[src/http_chunked_body_decoder_top_macros.svh]
// Assertion macros shared by the chunked body decoder modules.
`ifndef HTTP_CHUNKED_BODY_DECODER_TOP_MACROS_SVH
`define HTTP_CHUNKED_BODY_DECODER_TOP_MACROS_SVH

// Same-cycle implication, sampled on clk, disabled in reset.
`define HCBD_ASSERT_IMP(label, ante, cons, msg) \
  label: assert property (@(posedge clk) disable iff (rst) (ante) |-> (cons)) \
    else $error(msg);

// Next-cycle implication, sampled on clk, disabled in reset.
`define HCBD_ASSERT_NXT(label, ante, cons, msg) \
  label: assert property (@(posedge clk) disable iff (rst) (ante) |=> (cons)) \
    else $error(msg);

`endif

[src/hcbd_pkg.sv]
// Types, codes and helpers for the chunked body decoder.
`timescale 1ns / 1ps
package hcbd_pkg;

  localparam int SizeBitsDefault  = 32;
  localparam int TotalBitsDefault = 32;

  // Framing phases
  localparam logic [2:0] PH_SIZE    = 3'd0;
  localparam logic [2:0] PH_SKIP_LF = 3'd1;
  localparam logic [2:0] PH_DATA    = 3'd2;
  localparam logic [2:0] PH_TRAIL1  = 3'd3;
  localparam logic [2:0] PH_TRAIL2  = 3'd4;
  localparam logic [2:0] PH_DONE    = 3'd5;

  // Body modes
  localparam logic [2:0] MODE_IDENTITY = 3'd0;
  localparam logic [2:0] MODE_CHUNKED  = 3'd1;
  localparam logic [2:0] MODE_DEFLATE  = 3'd2;
  localparam logic [2:0] MODE_GZIP     = 3'd3;
  localparam logic [2:0] MODE_COMPRESS = 3'd4;

  // Completion status codes
  localparam logic [2:0] ST_OK          = 3'd0;
  localparam logic [2:0] ST_UNSUPPORTED = 3'd1;
  localparam logic [2:0] ST_UNKNOWN     = 3'd2;
  localparam logic [2:0] ST_BAD_HEX     = 3'd3;
  localparam logic [2:0] ST_TRUNCATED   = 3'd4;
  localparam logic [2:0] ST_OVERFLOW    = 3'd5;

  localparam logic [7:0] CHAR_CR = 8'h0D;

  typedef struct packed {
    logic       new_body;
    logic       stream_end;
    logic [7:0] in_byte;
  } item_t;

  typedef struct packed {
    logic        last_of_body;
    logic [2:0]  status;
    logic [31:0] body_total;
    logic [7:0]  payload_byte;
    logic        result_kind;
  } res_t;

  // Bit 4 marks a valid hex digit, bits 3:0 carry its value.
  function automatic logic [4:0] hex_digit(input logic [7:0] c);
    logic [7:0] v;
    v = 8'd0;
    if (c >= 8'd48 && c <= 8'd57) begin
      v = c - 8'd48;
      return {1'b1, v[3:0]};
    end
    if (c >= 8'd97 && c <= 8'd102) begin
      v = c - 8'd87;
      return {1'b1, v[3:0]};
    end
    if (c >= 8'd65 && c <= 8'd70) begin
      v = c - 8'd55;
      return {1'b1, v[3:0]};
    end
    return 5'd0;
  endfunction

endpackage

[src/hcbd_core.sv]
// Framing state and per-byte decode of the chunked body decoder.
`timescale 1ns / 1ps
`include "http_chunked_body_decoder_top_macros.svh"
module hcbd_core #(
  parameter int SIZE_BITS  = hcbd_pkg::SizeBitsDefault,
  parameter int TOTAL_BITS = hcbd_pkg::TotalBitsDefault
) (
  input  logic           clk,
  input  logic           rst,
  input  logic           step,
  input  hcbd_pkg::item_t item,
  input  logic [2:0]     body_mode,
  output logic           res_valid,
  output hcbd_pkg::res_t res
);
  import hcbd_pkg::*;

  localparam logic [TOTAL_BITS-1:0] TotMax = {TOTAL_BITS{1'b1}};

  logic [2:0]            phase, phase_next;
  logic [SIZE_BITS-1:0]  size_acc, size_acc_next;
  logic [SIZE_BITS-1:0]  remaining, remaining_next;
  logic [TOTAL_BITS-1:0] total, total_next;

  logic [2:0]            ph;
  logic [SIZE_BITS-1:0]  acc_e, rem_e, rem_dec;
  logic [TOTAL_BITS-1:0] tot_e;
  logic [4:0]            hd;
  logic                  fin, emit;
  logic [2:0]            fin_status;
  logic                  fin_zero_total;
  logic [63:0]           tot_wide;

  always_comb begin
    // new_body clears the state before the item is handled
    ph    = item.new_body ? PH_SIZE : phase;
    acc_e = item.new_body ? '0 : size_acc;
    rem_e = item.new_body ? '0 : remaining;
    tot_e = item.new_body ? '0 : total;
    rem_dec = rem_e - SIZE_BITS'(1);
    hd = hex_digit(item.in_byte);

    phase_next     = ph;
    size_acc_next  = acc_e;
    remaining_next = rem_e;
    total_next     = tot_e;
    fin            = 1'b0;
    emit           = 1'b0;
    fin_status     = ST_OK;
    fin_zero_total = 1'b0;

    if (ph != PH_DONE) begin
      if (body_mode == MODE_IDENTITY) begin
        if (item.stream_end) begin
          fin = 1'b1;
        end else begin
          emit = 1'b1;
          total_next = (tot_e == TotMax) ? TotMax : tot_e + TOTAL_BITS'(1);
        end
      end else if (body_mode == MODE_DEFLATE || body_mode == MODE_GZIP ||
                   body_mode == MODE_COMPRESS) begin
        fin = 1'b1;
        fin_status = ST_UNSUPPORTED;
        fin_zero_total = 1'b1;
      end else if (body_mode != MODE_CHUNKED) begin
        fin = 1'b1;
        fin_status = ST_UNKNOWN;
        fin_zero_total = 1'b1;
      end else if (item.stream_end) begin
        fin = 1'b1;
        fin_status = ST_TRUNCATED;
      end else begin
        unique case (ph)
          PH_SIZE: begin
            if (item.in_byte == CHAR_CR) begin
              phase_next = PH_SKIP_LF;
            end else if (!hd[4]) begin
              fin = 1'b1;
              fin_status = ST_BAD_HEX;
            end else if (acc_e[SIZE_BITS-1 -: 4] != 4'd0) begin
              fin = 1'b1;
              fin_status = ST_OVERFLOW;
            end else begin
              size_acc_next = {acc_e[SIZE_BITS-5:0], hd[3:0]};
            end
          end
          PH_SKIP_LF: begin
            if (acc_e == '0) begin
              fin = 1'b1;
            end else begin
              remaining_next = acc_e;
              size_acc_next  = '0;
              phase_next     = PH_DATA;
            end
          end
          PH_DATA: begin
            remaining_next = rem_dec;
            if (rem_dec == '0) phase_next = PH_TRAIL1;
            emit = 1'b1;
            total_next = (tot_e == TotMax) ? TotMax : tot_e + TOTAL_BITS'(1);
          end
          PH_TRAIL1: phase_next = PH_TRAIL2;
          PH_TRAIL2: begin
            total_next = (tot_e >= TotMax - TOTAL_BITS'(1)) ? TotMax
                                                          : tot_e + TOTAL_BITS'(2);
            phase_next = PH_SIZE;
          end
          default: phase_next = PH_DONE;
        endcase
      end
    end

    if (fin) phase_next = PH_DONE;

    // Saturate the reported total to 32 bits
    tot_wide = fin_zero_total ? 64'd0 : 64'(tot_e);

    res_valid = fin || emit;
    res = '0;
    if (fin) begin
      res.result_kind  = 1'b1;
      res.last_of_body = 1'b1;
      res.status       = fin_status;
      res.body_total   = (|tot_wide[63:32]) ? 32'hFFFF_FFFF : tot_wide[31:0];
    end else if (emit) begin
      res.payload_byte = item.in_byte;
    end
  end

  always_ff @(posedge clk) begin
    if (rst) begin
      phase     <= PH_SIZE;
      size_acc  <= '0;
      remaining <= '0;
      total     <= '0;
    end else if (step) begin
      phase     <= phase_next;
      size_acc  <= size_acc_next;
      remaining <= remaining_next;
      total     <= total_next;
    end
  end

  `HCBD_ASSERT_IMP(a_data_nonzero, phase == PH_DATA, remaining != '0,
                   "data phase with no bytes remaining")
  `HCBD_ASSERT_NXT(a_fin_done, step && fin, phase == PH_DONE,
                   "completion did not close the body")
  `HCBD_ASSERT_IMP(a_done_silent, step && !item.new_body && phase == PH_DONE, !res_valid,
                   "result produced after body completion")

endmodule

[src/http_chunked_body_decoder_top.sv]
// Top level of the HTTP chunked body decoder: stream ports, input and result registers.
`timescale 1ns / 1ps
// A request waits in the input register; any result of it waits in the result register.
// Throughput: one byte per cycle unless stalled; the framing state updates once per byte.
// A stalled master side holds the result register, and one more request waits in
// the input register. Reset (rst, synchronous) empties both registers, sets the
// framing to size-line parsing with zero counts, and sets body_mode to chunked.
`include "http_chunked_body_decoder_top_macros.svh"
module http_chunked_body_decoder_top #(
  parameter int SIZE_BITS  = hcbd_pkg::SizeBitsDefault,
  parameter int TOTAL_BITS = hcbd_pkg::TotalBitsDefault
) (
  input  logic        clk,
  input  logic        rst,
  input  logic        s_axis_tvalid,
  output logic        s_axis_tready,
  input  logic [7:0]  s_axis_tdata,   // in_byte
  input  logic [1:0]  s_axis_tuser,   // stream_end, new_body
  output logic        m_axis_tvalid,
  input  logic        m_axis_tready,
  output logic [47:0] m_axis_tdata,   // payload_byte, body_total, status, zero fill
  output logic        m_axis_tuser,   // result_kind
  output logic        m_axis_tlast,   // last_of_body
  input  logic        cfg_valid,
  output logic        cfg_ready,
  input  logic [2:0]  cfg_data        // body_mode
);
  import hcbd_pkg::*;

  logic [2:0] body_mode;
  logic       in_valid;
  item_t      in_item;
  logic       out_valid;
  res_t       out_res;
  logic       out_free, step, core_valid;
  res_t       core_res;

  assign cfg_ready     = 1'b1;
  assign out_free      = !out_valid || m_axis_tready;
  assign step          = in_valid && out_free;
  assign s_axis_tready = !in_valid || out_free;

  always_ff @(posedge clk) begin
    if (rst) begin
      body_mode <= MODE_CHUNKED;
    end else if (cfg_valid && cfg_ready) begin
      body_mode <= cfg_data;
    end
  end

  always_ff @(posedge clk) begin
    if (rst) begin
      in_valid <= 1'b0;
    end else if (s_axis_tready) begin
      in_valid <= s_axis_tvalid;
    end
  end

  always_ff @(posedge clk) begin
    if (s_axis_tvalid && s_axis_tready) begin
      in_item <= '{new_body: s_axis_tuser[1], stream_end: s_axis_tuser[0],
                   in_byte: s_axis_tdata};
    end
  end

  hcbd_core #(
    .SIZE_BITS (SIZE_BITS),
    .TOTAL_BITS(TOTAL_BITS)
  ) u_core (
    .clk      (clk),
    .rst      (rst),
    .step     (step),
    .item     (in_item),
    .body_mode(body_mode),
    .res_valid(core_valid),
    .res      (core_res)
  );

  always_ff @(posedge clk) begin
    if (rst) begin
      out_valid <= 1'b0;
    end else if (out_free) begin
      out_valid <= step && core_valid;
    end
  end

  always_ff @(posedge clk) begin
    if (step && core_valid) begin
      out_res <= core_res;
    end
  end

  assign m_axis_tvalid = out_valid;
  assign m_axis_tdata  = {5'd0, out_res.status, out_res.body_total, out_res.payload_byte};
  assign m_axis_tuser  = out_res.result_kind;
  assign m_axis_tlast  = out_res.last_of_body;

  `HCBD_ASSERT_IMP(a_stall_full, !s_axis_tready, in_valid && out_valid && !m_axis_tready,
                   "input stalled without a full pipeline")
  `HCBD_ASSERT_IMP(a_payload_clean, out_valid && !out_res.result_kind,
                   out_res.status == ST_OK && out_res.body_total == 32'd0 &&
                   !out_res.last_of_body,
                   "payload request carries completion fields")
  `HCBD_ASSERT_IMP(a_kind_last, out_valid && out_res.result_kind, out_res.last_of_body,
                   "completion without last_of_body")

endmodule

[config.mk]
export PLATFORM = sky130hd
export DESIGN_NAME = http_chunked_body_decoder_top
export DESIGN_NICKNAME = d
export VERILOG_FILES = /design/src/hcbd_pkg.sv /design/src/hcbd_core.sv /design/src/http_chunked_body_decoder_top.sv
export VERILOG_INCLUDE_DIRS = /design/src /design/src/src
export SDC_FILE = /design/constraint.sdc
export NUM_CORES = 1
export LEC_CHECK = 0
export BUFFER_PORTS_ARGS = -buffer_cell sky130_fd_sc_hd__buf_2
export CAP_MARGIN = 10
export CORE_UTILIZATION = 50
export CTS_CLUSTER_DIAMETER = 120
export DETAILED_ROUTE_END_ITERATION = 6
export PLACE_DENSITY = 0.73
export SLEW_MARGIN = 0
export SYNTH_ARGS = -nofsm -noshare
export SYNTH_HDL_FRONTEND = slang
export SYNTH_HIERARCHICAL = 1
export SYNTH_SLANG_ARGS = --single-unit
[constraint.sdc]
create_clock -name clk -period 4.5 [get_ports clk]
set_input_delay 0.45 -clock clk [delete_from_list [all_inputs] [get_ports clk]]
set_output_delay 0.45 -clock clk [all_outputs]
set_load 0.01 [all_outputs]
After elaboration in Yosys (flattened, before gate mapping)
Index checks and enable logic that the tools add are counted.
{"block": "op_classes", "n_addsub": 6, "n_lt_le_gt_ge": 7, "n_eq_ne": 11, "muxes": 87, "n_bitwise": 3, "n_reduce_logical": 23}
{"operator": "32-bit two-way mux", "count": 28}
{"operator": "32-bit one-hot mux with 2 select lines", "count": 3}
{"operator": "32-bit logical NOT", "count": 2}
{"operator": "3-bit two-way mux", "count": 19}
{"operator": "36-bit two-way mux", "count": 1}
{"operator": "32-bit by 1-bit adder with 32-bit output (second input constant)", "count": 1}
{"operator": "32-bit by 2-bit adder with 32-bit output (second input constant)", "count": 1}
{"operator": "32-bit == test (second input constant)", "count": 1}
{"operator": "32-bit greater-or-equal comparator (second input constant)", "count": 1}
{"operator": "32-bit OR reduction (first input constant)", "count": 1}
{"operator": "32-bit by 1-bit subtractor with 32-bit output (second input constant)", "count": 1}
{"operator": "5-bit two-way mux", "count": 6}
{"operator": "1-bit two-way mux", "count": 28}
{"operator": "8-bit by 7-bit greater-or-equal comparator with 1-bit output (second input constant)", "count": 2}
{"operator": "8-bit by 7-bit <= comparator with 1-bit output (second input constant)", "count": 2}
{"operator": "3-bit one-hot mux with 5 select lines", "count": 1}
{"operator": "3-bit by 2-bit == test with 1-bit output (second input constant)", "count": 4}
{"operator": "8-bit by 4-bit == test with 1-bit output (second input constant)", "count": 1}
{"operator": "8-bit by 6-bit greater-or-equal comparator with 1-bit output (second input constant)", "count": 1}
{"operator": "8-bit by 6-bit <= comparator with 1-bit output (second input constant)", "count": 1}
{"operator": "4-bit by 3-bit subtractor with 4-bit output (second input constant)", "count": 2}
{"operator": "3-bit == test (second input constant)", "count": 2}
{"operator": "1-bit logical AND", "count": 6}
{"operator": "3-bit logical NOT", "count": 2}
{"operator": "other kinds (13)", "count": 20}
{"block": "word_totals", "regBits": 159, "output_inout_bits": 53, "word_cells": 154}

Logic depth before layout (Yosys ltp)
{"block": "logic_depth", "ltp_word": 19, "mapped_depth": 17, "mapped_depth_nobuf": 11}

Modules after synthesis
The synthesis kept the hierarchy.
{"mod": "hcbd_core", "n_inst": 1, "cells_per_inst": 1139, "area_per_inst_um2": 8084.0, "seq_area_each_um2": 1981.9}
{"mod": "http_chunked_body_decoder_top", "n_inst": 1, "cells_per_inst": 83, "area_per_inst_um2": 1896.8, "seq_area_each_um2": 1751.7}

Worst setup path before layout
OpenSTA, ideal clock, no wires.
{"block": "synth_path", "kind": "register to register", "startpoint": "reg in_item[0] in the netlist's numbering", "endpoint": "reg out_res (netlist bit m_axis_tdata[0]) (enable)", "arrival_time_ns": 4.076, "path_slack_ns": -0.029, "path_stages_with_launch": 11, "n_path_buf": 0, "synth_period_minus_slack_ns": 4.529, "path_cell_list": "edfxtp_1 > ha_1 > o21bai_1 > a2111oi_4 > o22ai_1 > a21o_1 > a21oi_1 > or2_2 > nand2_1 > nand2_1 > nor2b_1"}
{"block": "synth_via", "elab_chain_cells": 18}
{"element": "start, declared", "line_no": "http_chunked_body_decoder_top.sv:32", "rtl": "item_t in_item;"}
{"element": "start signal, assigned", "line_no": "http_chunked_body_decoder_top.sv:61", "rtl": "in_item <= '{new_body: s_axis_tuser[1], stream_end: s_axis_tuser[0],"}
{"element": "8-bit by 7-bit greater-or-equal comparator with 1-bit output or 8-bit by 7-bit <= comparator with 1-bit output (tied branches)", "line_no": "hcbd_pkg.sv:59", "rtl": "if (c >= 8'd65 && c <= 8'd70) begin"}
{"element": "1-bit logical AND", "line_no": "hcbd_pkg.sv:59"}
{"element": "1-bit two-way mux (2 in a row)", "line_no": "hcbd_pkg.sv:59"}
{"element": "1-bit two-way mux", "line_no": "hcbd_pkg.sv:55", "rtl": "if (c >= 8'd97 && c <= 8'd102) begin"}
{"element": "5-bit two-way mux", "line_no": "hcbd_pkg.sv:63", "rtl": "return 5'd0;"}
{"element": "5-bit two-way mux", "line_no": "hcbd_pkg.sv:59"}
{"element": "5-bit two-way mux", "line_no": "hcbd_pkg.sv:55"}
{"element": "1-bit two-way mux", "line_no": "hcbd_core.sv:77", "rtl": "end else if (!hd[4]) begin"}
{"element": "(+2 left out)"}
{"element": "1-bit two-way mux *", "line_no": "hcbd_core.sv:69", "rtl": "end else if (item.stream_end) begin"}
{"element": "1-bit two-way mux *", "line_no": "hcbd_core.sv:65", "rtl": "end else if (body_mode != MODE_CHUNKED) begin"}
{"element": "1-bit two-way mux *", "line_no": "hcbd_core.sv:60", "rtl": "end else if (body_mode == MODE_DEFLATE || body_mode == MODE_GZIP ||"}
{"element": "1-bit two-way mux *", "line_no": "hcbd_core.sv:53", "rtl": "if (body_mode == MODE_IDENTITY) begin"}
{"element": "1-bit two-way mux *", "line_no": "hcbd_core.sv:52", "rtl": "if (ph != PH_DONE) begin"}
{"element": "1-bit logical OR *", "line_no": "hcbd_core.sv:118", "rtl": "res_valid = fin || emit;"}
{"element": "named net core_valid", "line_no": "http_chunked_body_decoder_top.sv:35", "rtl": "logic out_free, step, core_valid;"}
{"element": "1-bit logical AND *", "line_no": "http_chunked_body_decoder_top.sv:88", "rtl": "if (step && core_valid) begin"}
{"element": "end signal, assigned", "line_no": "http_chunked_body_decoder_top.sv:89", "rtl": "out_res <= core_res;"}
{"element": "end, declared", "line_no": "http_chunked_body_decoder_top.sv:34", "rtl": "res_t out_res;"}
Mark *: on every way through the listed nets, which the timed path passes. The rest lies on a longest branch. The select of a mux whose other input is x is not followed.
A chain may end at the register's enable or synchronous reset.

Final worst setup path
{"block": "layout_path", "startpoint": "reg in_item[9] in the netlist's numbering", "endpoint": "reg u_core.total[15]"}
{"block": "layout_via", "elab_chain_cells": 9}
{"element": "32-bit two-way mux", "line_no": "hcbd_core.sv:39", "rtl": "tot_e = item.new_body ? '0 : total;"}
{"element": "32-bit by 2-bit adder with 32-bit output (tied with other cells)", "line_no": "hcbd_core.sv:105", "rtl": ": tot_e + TOTAL_BITS'(2);"}
{"element": "32-bit two-way mux, on equally long branches", "line_no": "hcbd_core.sv:104, hcbd_core.sv:58, hcbd_core.sv:100"}
{"element": "32-bit one-hot mux with 2 select lines", "line_no": "hcbd_core.sv:73", "rtl": "unique case (ph)"}
{"element": "32-bit two-way mux", "line_no": "hcbd_core.sv:69"}
{"element": "32-bit two-way mux", "line_no": "hcbd_core.sv:65"}
{"element": "32-bit two-way mux", "line_no": "hcbd_core.sv:60"}
{"element": "32-bit two-way mux", "line_no": "hcbd_core.sv:53"}
{"element": "32-bit two-way mux *", "line_no": "hcbd_core.sv:52"}
{"element": "end signal, assigned", "line_no": "hcbd_core.sv:140", "rtl": "total <= total_next;"}
{"element": "end, declared", "line_no": "hcbd_core.sv:23", "rtl": "logic [TOTAL_BITS-1:0] total, total_next;"}
Every way passes the cells marked *; elsewhere a longest branch is shown, timed or not.

==> impl_results.md <==
- Status: complete, but fails checks
- Failing checks: DRC
- Synth top area share: 0.209
- Post-CTS sizing: 0
- Placed wire-length estimate: 23300 um
- Skew-Pair Late Insertion Delay: 0.44 ns
- Yosys cell types: 90
- TritonRoute pass-1 iters: 7
- Synth-to-layout area growth: 11.2%
- # clock sinks: around 160
- DIE AREA: about 21000 um2
- Share of post-route cells with drive strength above 1: 0.126
- Vias in the first global route: around 9300
- Number of max-slew violations in the final report: 0
- # setup viols final: 0
- Worst Path Max Fanout: 90
- Yosys warning count: 6
- Initial Util: 0.511
- Startpoint Class: register
- Largest net degree at the start of global routing: 91
- GRT Total Usage: 0.331
- Num rows: 51
- Post-CTS Setup Inserts: 0
- Cts bufs inserted: 17
- Worst VDD drop: 262 uV
- First-pass GRT wire length: around 52000 um
- Cell leakage power: approximately 4 nW
- Clock Skew: about 0.014 ns
- Detail Route Antenna Nets: 0
- P per Cell Area: 314 nW/um2
- Root Driver: clkbuf_16
- Critical path type: register to register
- Top cells by area, synth: dfxtp_1, edfxtp_1, a21oi_1
- Worst Hold Class: primary input to register
- Synth top cells by count: nand2_1, nor2_1, dfxtp_1
- Grt total ovfl: 0
- Final hold vios: 0
- Max clock buf depth: 2
- Detailed Route Iter0 Violations: 1635
- Input/output buffers: 64
- Mapped Avg Cell Area: 8.17 um2
- Async set or reset register ratio after synthesis: 0
- #FFs+latches synth: 159
- Hold Slack: 0.178 ns
- Drc violations: 7
- Antenna cells: 0
- H-tree depth: 4
- Worst setup EP type: register
- Max Cap Violations: 0
- I/O Pins: a little over 70
- Via count: 10400
- Hold Crit Depth: 1
- Final Critical Period: 3.70 ns
- Synth Flop Type: dfxtp_1
- Worst Tran Pin Value: roughly 1.1 ns
- EDFF count, synth: 55
- Post-Route WL: 33500 um
- Final period util: 0.822
- CTS Hold Buffers Added: 0
- Setup TNS: 0 ns
- Die width: 143 um
- RSZ-0062 raised after global routing: no
- Crit path required time: 4.80 ns
- Clk slew on worst S/H paths: 0.07 ns
- Fmax: about 270 MHz
- Synthesized area: 9980 um2
- Wire length per cell: between 20 and 25 um
- Non-Filler Instances: 1534
- Slew headroom: 0.255
- Synthesized instance count: ~1200
- Fin nets: 1282
- Vias per cell: 6.79
- Register area share after synthesis: 0.374
- Core ar.: 19500 um2
- Total placed cells including tap cells: 1502
- Most common cell in the netlist: nand2_1
- R2R depth: 9
- Die span in y: 143 um
- CTS tree: yes
- Placer congestion estimate: 1.00
- Biggest area consumer among synthesized cells: dfxtp_1
- WP data arrival: around 4.0 ns
- Initial antenna violation count: 0
-- where the power goes --
group / internal [mW] / switching (mW) / leakage (nW) / total, mW
clock: 0.768 / 0.682 / 0.284 / 1.45
sequential: 1.52 / 0.0384 / 1.39 / 1.56
combinational: 0.146 / 0.325 / 2.33 / 0.472
-- metrics by stage --
step / setup slack, ns / utilization / instance area, um2 / total power [mW]
5_1_grt: 0.593 / 0.569 / 11100 / 3.59
6_report: 0.800 / 0.569 / 11100 / 3.48
3_5_place_dp: 0.954 / 0.539 / 10500 / 2.05
3_3_place_gp: 0.863 / 0.539 / 10500 / 2.05
4_1_cts: 0.921 / 0.569 / 11100 / 3.48
2_1_floorplan: 0.503 / - / 10000 / 1.90
-- final timing paths --
| kind | endpoint | start | slack (ns) |
|---|---|---|---|
| worst min register to register | u_core/size_acc[28]$_SDFFE_PP0P_ | u_core/size_acc[28]$_SDFFE_PP0P_ | 0.51 |
| worst min-delay path | in_item[1]$_DFFE_PP_ | s_axis_tdata[1] | 0.18 |
| worst max-delay path | u_core/total[15]$_SDFFE_PP0P_ | in_item[9]$_DFFE_PP_ | 0.80 |
| worst max register to register | u_core/total[15]$_SDFFE_PP0P_ | in_item[9]$_DFFE_PP_ | 0.80 |
-- kinds of logic after synthesis --
group	after synthesis	synth area share
xor gates and xnor gates	33	0.0290
muxes	8	0.00815
DFF	159	0.374
buffers and inverters	108	0.0489
and+or+nand+nor	519	0.275
AOI/OAI and AO/OA	385	0.254
other	2	0.000752
adders and majority gates	8	0.0100
-- placed cells by master, fill, tap and decap left out, drive strengths merged, types with 7 or more instances in the layout --
cell    netlist  routed
nand3        36      36
edfxtp       55      55
o211ai       12      12
xor2          9       9
or4          12      12
o21ai       113     113
a32o          8       8
xnor2        24      24
dfxtp       104     104
a21oi       101     101
nand2       126     126
a22oi         8       8
o22ai         9       9
nand4        15      15
nand2b       13      13
ha            8       8
nor4         35      35
or4b          7       7
nor2        110     110
a31oi        10      10
a22o         34      34
and3         19      19
and2         27      27
inv          20      30
a211oi       11      11
buf          39      99
mux2i         7       7
nor2b        26      26
clkbuf       49      18
or3          10      10
nor3         51      51
-- registers in the layout (all words and copies together) (netlist names) --
register,flops
in_item,10
in_valid,1
u_core/size_acc,32
u_core/remaining,32
u_core/total,32
u_core/phase,3
m_axis_tvalid,1
m_axis_tuser,1
body_mode,3
m_axis_tdata,43
m_axis_tlast,1
-- worst max-delay path: stages (launching register included) --
cell      delay [ns]
edfxtp_1        0.43
buf_12          0.22
nor2b_1         0.36
ha_1            0.36
nand3_1         0.32
or4_4           0.67
nor4_1          0.65
o21ai_0         0.15
a32oi_1         0.22
o21ai_0         0.10
-- layout make-up --
type	count	area [um2]
clock buffer	18	450
clock inverter	14	134
sequential	159	3730
inverter	20	75.1
timing repair buffer	99	596
fill	1813	8420
tap	265	332
multi-input combinational	959	5780
-- metal layers --
metal  share of wire  vias up  GRT usage  wire, um
met4           0.050        0      0.176      1680
li1                -     4639          -         -
met3            0.10      147     0.0651      3420
met2            0.45      729      0.520     15000
met5               0        -          0         0
met1            0.40     4902      0.428     13500
Power figures use the tool's default switching activity.
